**config.mk**
```make
export PLATFORM = sky130hd
export DESIGN_NAME = slip_frame_receiver
export DESIGN_NICKNAME = d
export VERILOG_FILES = /design/src/rtl/core/sfr_pkg.sv /design/src/rtl/core/sfr_decoder.sv /design/src/rtl/core/sfr_out_queue.sv /design/src/rtl/core/slip_frame_receiver.sv
export SDC_FILE = /design/constraint.sdc
export NUM_CORES = 1
export LEC_CHECK = 0
export ABC_AREA = 1
export ABC_CLOCK_PERIOD_IN_PS = 3400
export BUFFER_PORTS_ARGS = -buffer_cell sky130_fd_sc_hd__clkbuf_2
export CAP_MARGIN = 20
export CORE_MARGIN = 1
export CORE_UTILIZATION = 58
export DETAILED_ROUTE_END_ITERATION = 10
export GPL_TIMING_DRIVEN = 1
export PLACE_DENSITY = 0.77
export REMOVE_ABC_BUFFERS = 1
export SYNTH_ARGS = -nofsm -noshare
export SYNTH_HDL_FRONTEND = slang
export SYNTH_SLANG_ARGS = --single-unit
```
**constraint.sdc**
```tcl
create_clock -name clock -period 3.4 [get_ports clock]
set_input_delay 0.68 -clock clock [delete_from_list [all_inputs] [get_ports clock]]
set_output_delay 0.68 -clock clock [all_outputs]
set_load 0.005 [all_outputs]
```
**src/rtl/core/sfr_pkg.sv**
```systemverilog
// ----------------------------------------------------------------------------
// sfr_pkg
// shared constants and types of the slip frame receiver
// ----------------------------------------------------------------------------
package sfr_pkg;

   localparam int FRAME_DEPTH = 2048;
   localparam int CNT_W       = $clog2(FRAME_DEPTH);
   localparam int POS_W       = 11;
   localparam int IDX_W       = 2;
   localparam int DATA_W      = 8;

   localparam logic [7:0] CODE_END     = 8'o300;
   localparam logic [7:0] CODE_ESC     = 8'o333;
   localparam logic [7:0] CODE_ESC_END = 8'o334;
   localparam logic [7:0] CODE_ESC_ESC = 8'o335;

   localparam logic [IDX_W-1:0] REG_PASSTHROUGH = 2'd0;
   localparam logic [IDX_W-1:0] REG_MATCH_EN    = 2'd1;
   localparam logic [IDX_W-1:0] REG_MATCH_BYTE  = 2'd2;

   typedef enum logic [1:0] {
      KIND_TEXT     = 2'd0,
      KIND_DATA     = 2'd1,
      KIND_END      = 2'd2,
      KIND_OVERFLOW = 2'd3
   } kind_type;

   typedef enum logic [1:0] {
      FRAME_OUT     = 2'd0,
      FRAME_IN      = 2'd1,
      FRAME_SPOILED = 2'd2
   } frame_type;

   typedef struct packed {
      logic       passthrough_enable;
      logic       match_enable;
      logic [7:0] match_byte;
   } cfg_type;

   typedef struct packed {
      kind_type         kind;
      logic [7:0]       byte_value;
      logic [POS_W-1:0] byte_position;
      logic             frame_ok;
      logic             response_match;
   } result_type;

endpackage

```
**src/rtl/core/sfr_decoder.sv**
```systemverilog
// ----------------------------------------------------------------------------
// sfr_decoder
// slip deframing state and per-byte result logic
// ----------------------------------------------------------------------------
module sfr_decoder
   import sfr_pkg::*;
(
   input  logic       clock,
   input  logic       reset,
   input  cfg_type    cfg,
   input  logic       step_en,
   input  logic [7:0] rx_byte,
   output logic       res_valid,
   output result_type res
);

   logic             escape_ff, escape_in;
   logic [CNT_W-1:0] fill_ff, fill_in;
   frame_type        frame_ff, frame_in;
   logic [7:0]       second_ff, second_in;
   logic [7:0]       data;
   logic             ok;

   always_ff @(posedge clock) begin
      if (reset) begin
         escape_ff <= 1'b0;
         fill_ff   <= '0;
         frame_ff  <= FRAME_OUT;
         second_ff <= '0;
      end else if (step_en) begin
         escape_ff <= escape_in;
         fill_ff   <= fill_in;
         frame_ff  <= frame_in;
         second_ff <= second_in;
      end
   end

   always_comb begin
      escape_in = escape_ff;
      fill_in   = fill_ff;
      frame_in  = frame_ff;
      second_in = second_ff;
      res_valid = 1'b0;
      res       = '0;
      data      = rx_byte;
      ok        = (frame_ff != FRAME_SPOILED);
      if (cfg.passthrough_enable && frame_ff == FRAME_OUT && rx_byte != CODE_END) begin
         res_valid      = 1'b1;
         res.kind       = KIND_TEXT;
         res.byte_value = rx_byte;
      end else if (rx_byte == CODE_ESC) begin
         escape_in = 1'b1;
      end else if (rx_byte == CODE_END) begin
         if (fill_ff != '0) begin
            res_valid          = 1'b1;
            res.kind           = KIND_END;
            res.byte_position  = POS_W'(fill_ff);
            res.frame_ok       = ok;
            res.response_match = cfg.match_enable && ok && (second_ff == cfg.match_byte);
            escape_in          = 1'b0;
            fill_in            = '0;
            frame_in           = FRAME_OUT;
         end else begin
            frame_in = (frame_ff == FRAME_OUT) ? FRAME_IN : FRAME_OUT;
         end
      end else begin
         if (escape_ff) begin
            escape_in = 1'b0;
            if (rx_byte == CODE_ESC_END) begin
               data = CODE_END;
            end else if (rx_byte == CODE_ESC_ESC) begin
               data = CODE_ESC;
            end
         end
         if (fill_ff == CNT_W'(1)) begin
            second_in = data;
         end
         res_valid         = 1'b1;
         res.byte_value    = data;
         res.byte_position = POS_W'(fill_ff);
         if (fill_ff == CNT_W'(FRAME_DEPTH - 1)) begin
            res.kind = KIND_OVERFLOW;
            fill_in  = '0;
            frame_in = FRAME_SPOILED;
         end else begin
            res.kind = KIND_DATA;
            fill_in  = fill_ff + CNT_W'(1);
         end
      end
   end

endmodule

```
**src/rtl/core/sfr_out_queue.sv**
```systemverilog
// ----------------------------------------------------------------------------
// sfr_out_queue
// two-entry result buffer between decoder and result channel
// ----------------------------------------------------------------------------
module sfr_out_queue
   import sfr_pkg::*;
(
   input  logic       clock,
   input  logic       reset,
   input  logic       push,
   input  result_type push_data,
   output logic       space,
   output logic       rsp_valid,
   input  logic       rsp_ready,
   output result_type rsp_data
);

   result_type  entry_ff [2];
   logic        head_ff, head_in;
   logic        tail_ff, tail_in;
   logic [1:0]  count_ff, count_in;
   logic        pop;

   assign rsp_valid = (count_ff != 2'd0);
   assign pop       = rsp_valid && rsp_ready;
   assign space     = (count_ff != 2'd2) || pop;
   assign rsp_data  = entry_ff[head_ff];

   always_comb begin
      head_in  = pop ? ~head_ff : head_ff;
      tail_in  = push ? ~tail_ff : tail_ff;
      count_in = count_ff + {1'b0, push} - {1'b0, pop};
   end

   always_ff @(posedge clock) begin
      if (reset) begin
         head_ff  <= 1'b0;
         tail_ff  <= 1'b0;
         count_ff <= 2'd0;
      end else begin
         head_ff  <= head_in;
         tail_ff  <= tail_in;
         count_ff <= count_in;
      end
   end

   always_ff @(posedge clock) begin
      if (push) begin
         entry_ff[tail_ff] <= push_data;
      end
   end

`ifndef ASSERT_OFF
   a_no_overfill: assert property (@(posedge clock) disable iff (reset)
      push |-> space)
      else $error("result pushed into full buffer");
   a_count_range: assert property (@(posedge clock) disable iff (reset)
      count_ff != 2'd3)
      else $error("result buffer count out of range");
   a_pop_drains: assert property (@(posedge clock) disable iff (reset)
      (count_ff == 2'd1 && pop && !push) |=> !rsp_valid)
      else $error("result buffer not empty after last transfer");
`endif

endmodule

```
**src/rtl/core/slip_frame_receiver.sv**
```systemverilog
// ----------------------------------------------------------------------------
// slip_frame_receiver
// slip deframer: one received byte per transfer, zero or one result each
// path: input register, decode once buffer has space, buffer offers result
// throughput: one byte per cycle while buffer has space; each is a decoder step
// a two-entry result buffer keeps input transfers going while a result waits
// reset: synchronous, active high; clears frame state, buffers and registers
// ----------------------------------------------------------------------------
module slip_frame_receiver
   import sfr_pkg::*;
(
   input  logic              clock,
   input  logic              reset,
   input  logic              req_valid,
   output logic              req_ready,
   input  logic [7:0]        req_rx_byte,
   output logic              rsp_valid,
   input  logic              rsp_ready,
   output logic [1:0]        rsp_kind,
   output logic [7:0]        rsp_byte_value,
   output logic [POS_W-1:0]  rsp_byte_position,
   output logic              rsp_frame_ok,
   output logic              rsp_response_match,
   input  logic              csr_write_enable,
   input  logic [IDX_W-1:0]  csr_index,
   input  logic [DATA_W-1:0] csr_write_data
);

   cfg_type    cfg_ff;
   logic       in_valid_ff;
   logic [7:0] in_byte_ff;
   logic       advance;
   logic       space;
   logic       res_valid;
   result_type res;
   result_type rsp_data;

   always_ff @(posedge clock) begin
      if (reset) begin
         cfg_ff.passthrough_enable <= 1'b1;
         cfg_ff.match_enable       <= 1'b0;
         cfg_ff.match_byte         <= '0;
      end else if (csr_write_enable) begin
         case (csr_index)
            REG_PASSTHROUGH: cfg_ff.passthrough_enable <= csr_write_data[0];
            REG_MATCH_EN:    cfg_ff.match_enable       <= csr_write_data[0];
            REG_MATCH_BYTE:  cfg_ff.match_byte         <= csr_write_data[7:0];
            default: ;
         endcase
      end
   end

   assign advance   = in_valid_ff && space;
   assign req_ready = !in_valid_ff || advance;

   always_ff @(posedge clock) begin
      if (reset) begin
         in_valid_ff <= 1'b0;
      end else if (req_ready) begin
         in_valid_ff <= req_valid;
      end
   end

   always_ff @(posedge clock) begin
      if (req_valid && req_ready) begin
         in_byte_ff <= req_rx_byte;
      end
   end

   sfr_decoder u_decoder (
      .clock     (clock),
      .reset     (reset),
      .cfg       (cfg_ff),
      .step_en   (advance),
      .rx_byte   (in_byte_ff),
      .res_valid (res_valid),
      .res       (res)
   );

   sfr_out_queue u_out_queue (
      .clock     (clock),
      .reset     (reset),
      .push      (advance && res_valid),
      .push_data (res),
      .space     (space),
      .rsp_valid (rsp_valid),
      .rsp_ready (rsp_ready),
      .rsp_data  (rsp_data)
   );

   assign rsp_kind           = rsp_data.kind;
   assign rsp_byte_value     = rsp_data.byte_value;
   assign rsp_byte_position  = rsp_data.byte_position;
   assign rsp_frame_ok       = rsp_data.frame_ok;
   assign rsp_response_match = rsp_data.response_match;

`ifndef ASSERT_OFF
   a_hold_stalled: assert property (@(posedge clock) disable iff (reset)
      (in_valid_ff && !advance) |=> (in_valid_ff && $stable(in_byte_ff)))
      else $error("stalled input byte lost");
   a_ready_empty: assert property (@(posedge clock) disable iff (reset)
      !in_valid_ff |-> req_ready)
      else $error("input not ready while stage empty");
   a_end_fields: assert property (@(posedge clock) disable iff (reset)
      (advance && res_valid && res.kind == KIND_END) |-> (res.byte_value == 8'd0))
      else $error("frame end carries a byte value");
   a_text_fields: assert property (@(posedge clock) disable iff (reset)
      (advance && res_valid && res.kind == KIND_TEXT)
         |-> (res.byte_position == '0 && !res.frame_ok && !res.response_match))
      else $error("text byte carries frame fields");
`endif

endmodule
```
* Word level (Yosys, flattened, before mapping)
Memory sizes are Yosys's and may differ from the RTL's. A register that Yosys moved wholly into a read port is not among the register bits.
Cells that the tools add are included.
** Operators by class
- $add $sub $neg :: 3
- Equal/unequal tests :: 14
- Muxes and demuxes :: 31
- Bitwise operators :: 5
- Reduce and logical (&&, ||, !) cells :: 23
** Operator list (count)
- $mux 11 :: 4
- $eq 8x8->1 const B :: 4
- $mux 8 :: 4
- $mux 13 :: 2
- $mux 23 :: 1
- $mux 2 :: 7
- $mux 1 :: 12
- $add 11x1->11 const B :: 1
- $eq 11x1->1 const B :: 1
- $eq 11x11->1 const B :: 1
- $reduce_bool 11->1 :: 1
- $mux 10 :: 1
- $eq 8x8->1 :: 1
- $logic_and 1x1->1 :: 8
- $ne 8x8->1 const B :: 1
- $reduce_and 4->1 :: 2
- $ne 2x2->1 const B :: 3
- $reduce_and 2->1 :: 3
- $not 1->1 :: 5
- $reduce_and 5->1 :: 1
- $logic_not 2->1 :: 2
- $reduce_bool 2->1 :: 2
- $ne 3x2->1 const B :: 1
- $reduce_and 3->1 :: 1
- 6 further kinds :: 7
** Word-level totals
- Register bits after elaboration :: 45
- RAM bits :: 46
- Bits of input ports :: 23
- Word-level logic and storage cells :: 89
- Memories :: 1
** Memories
- u_out_queue.entry_ff :: words 2, width 23, rd ports 1, clocked after Yosys merged registers in 1, wr ports 1, RTL line sfr_out_queue.sv:18 : result_type entry_ff [2];

* Depth between registers and ports, before layout
Gate-level depths: netlist (run 1).
- Depth in word-level cells :: 8
- Mapped depth :: 12
- Depth with buffers taken out :: 12

* Hierarchy
Synthesis (run 1) repeated with hierarchy kept, for this count alone.
** Unflattened totals
- Cell total of the unflattened synthesis :: 479
- Area total of the unflattened synthesis :: 4346.7 sq um
** Modules (own cells, without submodules)
- sfr_out_queue :: instances 1, cells each 107, area an instance 1903.1 sq um, seq. area each 1481.4 sq um
- sfr_decoder :: instances 1, cells each 289, area an instance 1707.9 sq um, seq. area each 440.4 sq um
- slip_frame_receiver :: instances 1, cells each 83, area an instance 735.7 sq um, seq. area each 460.4 sq um

* Least setup slack after synthesis (run 1)
OpenSTA, ideal clock, no wires.
- Kind :: input-to-reg
- Start point :: in rsp_ready
- End point :: mem u_out_queue.entry_ff[0][0] (netlist name) (enable)
- Setup time :: 403 ps
- Arrival :: 2099 ps
- Required time :: 2997 ps
- Path slack :: 898 ps
- Stages :: 6
- Cells stage by stage :: inv_1 > nand3_1 > nand2_1 > inv_1 > nand3_1 > nor2_1
** On the way
- Cells in the longest elaborated chain, start to end :: 6
** RTL lines
- start, declared :: RTL line slip_frame_receiver.sv:18 : input logic rsp_ready,
- $logic_and 1x1->1 :: RTL line sfr_out_queue.sv:25 : assign pop = rsp_valid && rsp_ready;
- $logic_or 1x1->1 :: RTL line sfr_out_queue.sv:26 : assign space = (count_ff != 2'd2) || pop;
- $logic_and 1x1->1 :: RTL line slip_frame_receiver.sv:53 : assign advance = in_valid_ff && space;
- $logic_and 1x1->1 :: RTL line slip_frame_receiver.sv:83 : .push (advance && res_valid),
- $mux 1 :: RTL line sfr_out_queue.sv:48 : if (push) begin
- $mux 1 (implied by the code) :: RTL line sfr_out_queue.sv:49 : entry_ff[tail_ff] <= push_data;
- end, declared :: RTL line sfr_out_queue.sv:18
No other way between the ends.

* Final worst setup path (run 1)
- Start point :: reg in_byte_ff[2]
- End point :: reg u_out_queue.count_ff[1]
** On the way
- Cells in the longest elaborated chain, start to end :: 7
- Elaborated cells on any way between the ends :: 10
- Classes of those cells :: 2 x add/sub; 3 x eq/ne; 3 x mux; 2 x reduce/logical
** RTL lines
- start, declared :: RTL line slip_frame_receiver.sv:31 : logic [7:0] in_byte_ff;
- start signal, assigned :: RTL line slip_frame_receiver.sv:66 : in_byte_ff <= req_rx_byte;
- $eq 8x8->1 :: RTL line sfr_decoder.sv:53 : end else if (rx_byte == CODE_END) begin
- $mux 1 :: RTL line sfr_decoder.sv:53
- $mux 1 :: RTL line sfr_decoder.sv:51 : end else if (rx_byte == CODE_ESC) begin
- $mux 1 * :: RTL line sfr_decoder.sv:47 : if (cfg.passthrough_enable && frame_ff == FRAME_OUT && rx_byte != CODE_END) begin
- $logic_and 1x1->1 * :: RTL line slip_frame_receiver.sv:83
- $add 2x1->2 * :: RTL line sfr_out_queue.sv:32 : count_in = count_ff + {1'b0, push} - {1'b0, pop};
- $sub 2x1->2 * :: RTL line sfr_out_queue.sv:32
- end signal, assigned :: RTL line sfr_out_queue.sv:43 : count_ff <= count_in;
- end, declared :: RTL line sfr_out_queue.sv:21 : logic [1:0] count_ff, count_in;
Mark *: on every way between the ends. The rest lies on a longest branch, timed or not.
A chain may end at the register's enable or synchronous reset.

==> impl_metrics.env, run 1 <==
export IMPL_status="complete, no violations"
export IMPL_pwr_share_seq_pct=52.7
export IMPL_finalSetupViolCount=0
export IMPL_via_per_inst=5.30
export IMPL_reg2reg_depth=11
export IMPL_tns_ns=0
export IMPL_crit_end="u_out_queue.count_ff[1]$_SDFF_PP0_"
export IMPL_rsz0062_at_grt="false"
export IMPL_dr_first_iter_drc_count=326
export IMPL_critical_path_max_stage_delay_ns=0.49
export IMPL_pin_count=48
export IMPL_wirelength_um=8560
export IMPL_syn_area_sq_um=4280
export IMPL_critPathSlowestCell="edfxtp_1"
export IMPL_seq_area_sq_um=2380
export IMPL_swShare_pct=24.9
export IMPL_hold_viol_final=0
export IMPL_yosysSeqAreaShare_pct=55.6
export IMPL_fill_cells=556
export IMPL_cts_buffers=9
export IMPL_arrival_ns=2.63
export IMPL_switchingPower_w=0.000609
export IMPL_io_buffer_count=47
export IMPL_cpLargestDelayFamily="simple AND/OR/NAND/NOR gates"
export IMPL_multi_input_area_sq_um=1650
export IMPL_place_ws_ns=1.06
export IMPL_die_area_sq_um=7730
export IMPL_cts_clk_slew_worst_paths_ns=0.09
export IMPL_gp_congestion=0.942
export IMPL_drive_gt1_share_pct=24.1
export IMPL_syn_area_per_cell_sq_um=9.61
export IMPL_crit_type="flip-flop to flip-flop"
export IMPL_timing_rr_start="in_byte_ff[2]$_DFFE_PP_"
export IMPL_rows=30
export IMPL_avgRoutedWirePerCell_um=14.3
export IMPL_final_common_cell="nor2_1"
export IMPL_required_ns=3.69
export IMPL_drcViolationCount=0
export IMPL_place_area_sq_um=4610
export IMPL_die_w_um=87.9
export IMPL_layout_min_cycle_time_ns=2.34
export IMPL_finalCritPeriodShare_pct=69.0
export IMPL_ctsHoldBuffers=0
export IMPL_intPower_w=0.00184
export IMPL_synth_cell_types=41
export IMPL_antenna_found_initial=0
export IMPL_grt_pass1_wl_um=13500
export IMPL_fmax_mhz=427
export IMPL_postCtsSetupBuffers=0
export IMPL_synthCells=446
export IMPL_nNetsFinal=526
export IMPL_hpwl_um=6020
export IMPL_mostFrequentLayoutCells="nor2_1, nand2_1, edfxtp_1, inv_1, clkbuf_2"
export IMPL_cts_root_buffer="clkbuf_8"
export IMPL_ff2ff_setup_slack_ns=1.06
export IMPL_num_antenna_cells=0
export IMPL_cts_resized=0
export IMPL_clock_path_buffers=2
export IMPL_track_usage_pct=23.5
export IMPL_final_cells=599
export IMPL_vias=3174
export IMPL_cap_violations=0
export IMPL_skew_ns=0.0112
export IMPL_initial_utilization_pct=61.4
export IMPL_grt_pass1_vias=2911
export IMPL_grt_max_degree=24
export IMPL_area_delta_synth_final_pct=12.6
export IMPL_gr_total_overflow=0
export IMPL_reg2reg_to="u_out_queue.count_ff[1]$_SDFF_PP0_"
export IMPL_hold_class="flip-flop to flip-flop"
export IMPL_pwr_share_clk_pct=31.5
export IMPL_cts_tree="yes"
export IMPL_max_slew_margin_pct=53.5
export IMPL_leakagePower_nw=1.96
export IMPL_path_buf_inv=2
export IMPL_ys_ff_latch=92
export IMPL_worstSetupStartpoint="in_byte_ff[2]$_DFFE_PP_"
export IMPL_cp_max_fo=6
export IMPL_endpoint_kind="flip-flop"
export IMPL_yosys_warnings=0
export IMPL_htreeDepth=3
export IMPL_ant_nets=0
export IMPL_finalWorstSetupSlack_ns=1.06
export IMPL_clk_latency_ns=0.35
export IMPL_postLayoutCellArea_sq_um=4820
export IMPL_start_kind="flip-flop"
export IMPL_drtPass1Iterations=4
export IMPL_combPwrFrac_pct=15.8
export IMPL_max_slew_worst_pin_slew_ns=0.695
export IMPL_core_sq_um=6980
export IMPL_clock_sinks=92
export IMPL_holdWs_ns=0.467
export IMPL_dp_cells=583
export IMPL_crit_chain="inv_1, nand4_1, nor2_1, nand2_1, nand3_1, ha_1, inv_1, ha_1, xor2_1, o21ai_0, a21oi_1"
export IMPL_ir_drop_v=0.000261
export IMPL_die_y_um=87.9
export IMPL_p_per_area_nw_per_um2=507
export IMPL_maxSlewViolCount=0
export IMPL_path_depth=11
-- logic make-up after synthesis --
logic type,synth area share (%)
AND/OR/NAND/NOR,21.8
multiplexers,6.05
buffers and inverters,5.84
adder cells (fa/ha/maj),1.46
flip-flops,55.6
XOR/XNOR,1.23
AO/OA/AOI/OAI,7.97
-- worst min-delay path by stage --
stage	startpoint	end	slack (ns)	depth (start not counted)
after floorplan	u_out_queue.head_ff$_SDFFE_PP0P_	flip-flop	0.43	1
after global placement	u_out_queue.head_ff$_SDFFE_PP0P_	u_out_queue.head_ff$_SDFFE_PP0P_	0.43	1
after detailed placement	u_out_queue.head_ff$_SDFFE_PP0P_	u_out_queue.head_ff$_SDFFE_PP0P_	0.46	1
after CTS	u_out_queue.head_ff$_SDFFE_PP0P_	u_out_queue.head_ff$_SDFFE_PP0P_	0.47	1
after global routing	req_rx_byte[4]	in_byte_ff[4]$_DFFE_PP_	0.48	1
final	u_out_queue.head_ff$_SDFFE_PP0P_	u_out_queue.head_ff$_SDFFE_PP0P_	0.47	1
-- sequential cells by signal (all words and copies together), names as in the netlist, named ones only --
register / cells
u_decoder.frame_ff: 2
u_out_queue.count_ff: 2
cfg_ff: 10
u_decoder.escape_ff: 1
u_out_queue.head_ff: 1
u_decoder.second_ff: 8
in_valid_ff: 1
u_out_queue.tail_ff: 1
in_byte_ff: 8
u_out_queue.entry_ff: 46
u_decoder.fill_ff: 11
-- stage by stage --
| step | util [%] | total power (W) |
|---|---|---|
| after floorplan | - | 0.00155 |
| after global placement | 66.0 | 0.00169 |
| after detailed placement | 66.0 | 0.00170 |
| after CTS | 69.1 | 0.00246 |
| after global routing | 69.1 | 0.00255 |
| final | 69.1 | 0.00245 |
-- synthesized netlist by cell type (all sizes together) --
master	instances	share of area, %
o21a	1	0.18
a211oi	1	0.18
o22ai	2	0.29
a31oi	1	0.15
nor2	92	9.3
inv	50	4.4
ha	5	1.5
xnor2	1	0.20
edfxtp	54	38
nand2	74	7.6
xor2	5	1.0
nand3	16	2.0
o21bai	1	0.44
or2	1	0.15
nor3	10	1.3
dfxtp	38	18
nor2b	1	0.15
o31ai	1	0.18
a21boi	2	0.35
buf	4	0.93
clkbuf	6	0.53
mux2	23	6.0
nor3b	1	0.18
nor4	1	0.15
nand4	7	1.0
o21ai	29	3.4
a21oi	18	2.6
a22o	1	0.20
-- power by group through the flow --
stage | logic (W) | clock network (W) | registers, W
after global routing | 0.000435 | 0.000820 | 0.00130
after detailed placement | 0.000386 | 0 | 0.00132
after CTS | 0.000391 | 0.000781 | 0.00129
after floorplan | 0.000227 | 0 | 0.00132
final | 0.000386 | 0.000770 | 0.00129
after global placement | 0.000378 | 0 | 0.00131
-- layout make-up --
class / instances / area share [%]
sequential: 92 / 49.4
clock inverter: 3 / 0.934
clock buffer: 13 / 3.53
inverter: 50 / 3.89
timing repair buffer: 51 / 5.50
tap: 96 / 2.49
multi-input combinational: 294 / 34.3
-- metal layers --
metal | vias to the layer above | routed length, um | GRT usage, %
li1 | 1586 | - | -
met3 | 16 | 541 | 5.18
met1 | 1462 | 3890 | 31.5
met2 | 110 | 3950 | 36.9
met4 | 0 | 184 | 10.6
met5 | - | 0 | 0
No activity file was read; power rests on OpenSTA's default activity.
==> run 2: changes to the inputs <==
--- a/config.mk
+++ b/config.mk
@@ -5,8 +5,8 @@
 export SDC_FILE = /design/constraint.sdc
 export NUM_CORES = 1
 export LEC_CHECK = 0
-export ABC_AREA = 1
-export ABC_CLOCK_PERIOD_IN_PS = 3400
+export ABC_AREA = 0
+export ABC_CLOCK_PERIOD_IN_PS = 2190
 export BUFFER_PORTS_ARGS = -buffer_cell sky130_fd_sc_hd__clkbuf_2
 export CAP_MARGIN = 20
 export CORE_MARGIN = 1
==> constraint.sdc (replaced) <==
create_clock -name clock -period 2.19 [get_ports clock]
set_input_delay 0.438 -clock clock [delete_from_list [all_inputs] [get_ports clock]]
set_output_delay 0.438 -clock clock [all_outputs]
set_load 0.005 [all_outputs]
==> run 2 against run 1 <==
The run now ends with setup timing left. Global-route usage up 1.3 points. Routed wire length up 7.2%. Synthesized cell count is 24% lower. Sequential cell count unchanged. Power up 50%. Register-to-register slack got worse by 1.3 ns. Die area is 4.6% lower. Final cell count decreased by 7.7%.
==> impl_metrics.env, run 2 <==
export IMPL_status="complete, but fails checks"
export IMPL_violations="setup timing"
export IMPL_leakagePower_nw=2.05
export IMPL_gr_total_overflow=0
export IMPL_hold_class="primary input to flip-flop"
export IMPL_max_slew_worst_pin_slew_ns=0.808
export IMPL_ctsHoldBuffers=0
export IMPL_rsz0062_at_grt="true"
export IMPL_htreeDepth=3
export IMPL_clk_latency_ns=0.36
export IMPL_hold_viol_final=0
export IMPL_whs_endpoint="in_byte_ff[2]$_DFFE_PP_"
export IMPL_finalCritPeriodShare_pct=110
export IMPL_fill_cells=401
export IMPL_synthCells=338
export IMPL_drcViolationCount=0
export IMPL_largest_register_ffs=46
export IMPL_synth_area_leaders="edfxtp_1, dfxtp_1, mux2_2, mux2i_1, nor2_1"
export IMPL_dr_first_iter_drc_count=231
export IMPL_cap_violations=0
export IMPL_pin_count=48
export IMPL_synth_top_family_by_area="simple AND/OR/NAND/NOR gates"
export IMPL_ys_flop_type="edfxtp_1"
export IMPL_maxSlewViolCount=0
export IMPL_synthTopCellsByCount="edfxtp_1, dfxtp_1, nor2_1"
export IMPL_yosys_warnings=0
export IMPL_finalWorstSetupSlack_ns=-0.228
export IMPL_cp_max_fo=2
export IMPL_cts_clk_slew_worst_paths_ns=0.09
export IMPL_yosysMostFrequentCell="edfxtp_1"
export IMPL_die_area_sq_um=7380
export IMPL_via_per_inst=5.63
export IMPL_mostFrequentLayoutCells="buf_4, edfxtp_1, clkbuf_2, dfxtp_1, nor2_1"
export IMPL_p_per_area_nw_per_um2=688
export IMPL_vias=3115
export IMPL_drive_gt1_share_pct=42.2
export IMPL_layout_min_cycle_time_ns=2.42
export IMPL_ys_ff_latch=92
export IMPL_antenna_found_initial=0
export IMPL_reg2reg_depth=9
export IMPL_synth_cell_types=53
export IMPL_track_usage_pct=24.8
export IMPL_grt_pass1_vias=3002
export IMPL_async_flop_share_pct=0
export IMPL_fmax_mhz=414
export IMPL_endpoint_kind="flip-flop"
export IMPL_largestRegisters="u_out_queue.entry_ff x46, u_decoder.fill_ff x11, cfg_ff x10"
export IMPL_largest_register="u_out_queue.entry_ff"
export IMPL_cts_root_buffer="clkbuf_8"
export IMPL_hpwl_um=6150
export IMPL_tns_ns=-0.898
export IMPL_synthSimpleGateAreaFrac_pct=17.4
export IMPL_clock_sinks=92
export IMPL_yosysSeqAreaShare_pct=58.4
export IMPL_whs_path_depth=1
export IMPL_synth_compound_gate_area_share_pct=7.02
export IMPL_core_sq_um=6790
export IMPL_synthMuxAreaShare_pct=10.5
export IMPL_timing_rr_start="in_byte_ff[3]$_DFFE_PP_"
export IMPL_max_slew_margin_pct=46.1
export IMPL_synth_edf_count=54
export IMPL_synth_area_leader_cell="edfxtp_1"
export IMPL_final_common_cell="buf_4"
export IMPL_initial_utilization_pct=60.1
export IMPL_ff2ff_setup_slack_ns=-0.23
export IMPL_avgRoutedWirePerCell_um=16.6
export IMPL_grt_pass1_wl_um=13900
export IMPL_num_antenna_cells=0
export IMPL_utilization_pct=78.6
export IMPL_drtPass1Iterations=4
export IMPL_reg2reg_to="u_out_queue.count_ff[1]$_SDFF_PP0_"
export IMPL_hold_path_startpoint="req_rx_byte[2]"
export IMPL_fin_total_pwr_w=0.00368
export IMPL_die_y_um=85.9
export IMPL_syn_area_per_cell_sq_um=12.1
export IMPL_arrival_ns=2.66
export IMPL_grt_max_degree=24
export IMPL_ir_drop_v=0.000497
export IMPL_yosysTopAreaCellShare_pct=39.7
export IMPL_skew_ns=0.00880
export IMPL_dp_cells=522
export IMPL_final_cells=553
export IMPL_gp_congestion=0.891
export IMPL_cts_tree="yes"
export IMPL_area_delta_synth_final_pct=30.8
export IMPL_required_ns=2.43
export IMPL_io_buffer_count=47
export IMPL_start_kind="flip-flop"
export IMPL_clock_path_buffers=2
export IMPL_synth_xor_area_share_pct=2.58
export IMPL_syn_area_sq_um=4080
export IMPL_finalSetupViolCount=12
export IMPL_crit_type="flip-flop to flip-flop"
export IMPL_die_w_um=85.9
export IMPL_wirelength_um=9180
export IMPL_synth_fa_ha_area_share_pct=1.53
export IMPL_nNetsFinal=480
export IMPL_cts_buffers=9
export IMPL_rows=30
export IMPL_ant_nets=0
-- run 2: layout make-up --
type	instances	area, sq um	share of cell area [%]
clock inverters	6	48.8	0.914
inverters	10	37.5	0.703
well taps	96	120	2.25
multi-input cells	224	1760	32.9
clock buffers	10	128	2.39
flip-flops and latches	92	2380	44.6
repair buffers	115	867	16.2
-- run 2: how the worst max path moves through the flow --
stage	startpoint	to	slack (ns)
after global placement	rsp_ready	u_out_queue.entry_ff[0][6]$_DFFE_PP_	-0.26
after detailed placement	in_byte_ff[3]$_DFFE_PP_	u_out_queue.count_ff[1]$_SDFF_PP0_	-0.27
after floorplan	cfg_ff[9]$_SDFFE_PP1P_	u_out_queue.entry_ff[0][0]$_DFFE_PP_	-0.52
after global routing	in_byte_ff[4]$_DFFE_PP_	u_out_queue.count_ff[1]$_SDFF_PP0_	-0.30
final	in_byte_ff[3]$_DFFE_PP_	u_out_queue.count_ff[1]$_SDFF_PP0_	-0.23
after CTS	in_byte_ff[4]$_DFFE_PP_	u_out_queue.count_ff[1]$_SDFF_PP0_	-0.19
-- run 2: power breakdown --
part	switching, W	internal, W	leakage (nW)
clock	0.000597	0.000424	0.0848
combinational	0.000320	0.000375	1.15
sequential	0.0000356	0.00192	0.821
total	0.000952	0.00272	2.05
-- run 2: critical path, cell delays in order, from the launching register on --
cell,delay [ns]
edfxtp_1,0.39
or4_4,0.55
or2_4,0.25
o211ai_1,0.27
ha_1,0.28
inv_1,0.06
ha_1,0.16
xor2_1,0.17
xnor2_1,0.14
nor2_1,0.05
-- run 2: metal layers --
metal	up-vias	track usage [%]	part of all wire [%]
met4	0	10.5	2.4
met3	25	5.29	5.6
met5	-	0	0
met2	117	41.8	49
met1	1499	31.1	43
li1	1474	-	-
-- run 2: cells by family after synthesis --
logic type	after synthesis
compound gates	42
buf+inv	22
mux	40
flops	92
fa+ha+maj	5
xor+xnor	12
simple gates	125
-- run 2: stage by stage --
stage               hold slack [ns]  instance area, sq um  setup WS, ns
floorplan                     0.444                  4010        -0.516
global placement              0.476                  4770        -0.263
detailed placement            0.480                  4820        -0.270
CTS                           0.241                  5120        -0.188
global route                  0.236                  5340        -0.305
finish                        0.249                  5340        -0.228
-- run 2: timing repair --
item,CTS,global route
cloned,1,3
gates resized for setup,12,30
setup endpoints to repair,61,78
setup buffers,8,6
pin swaps,8,8
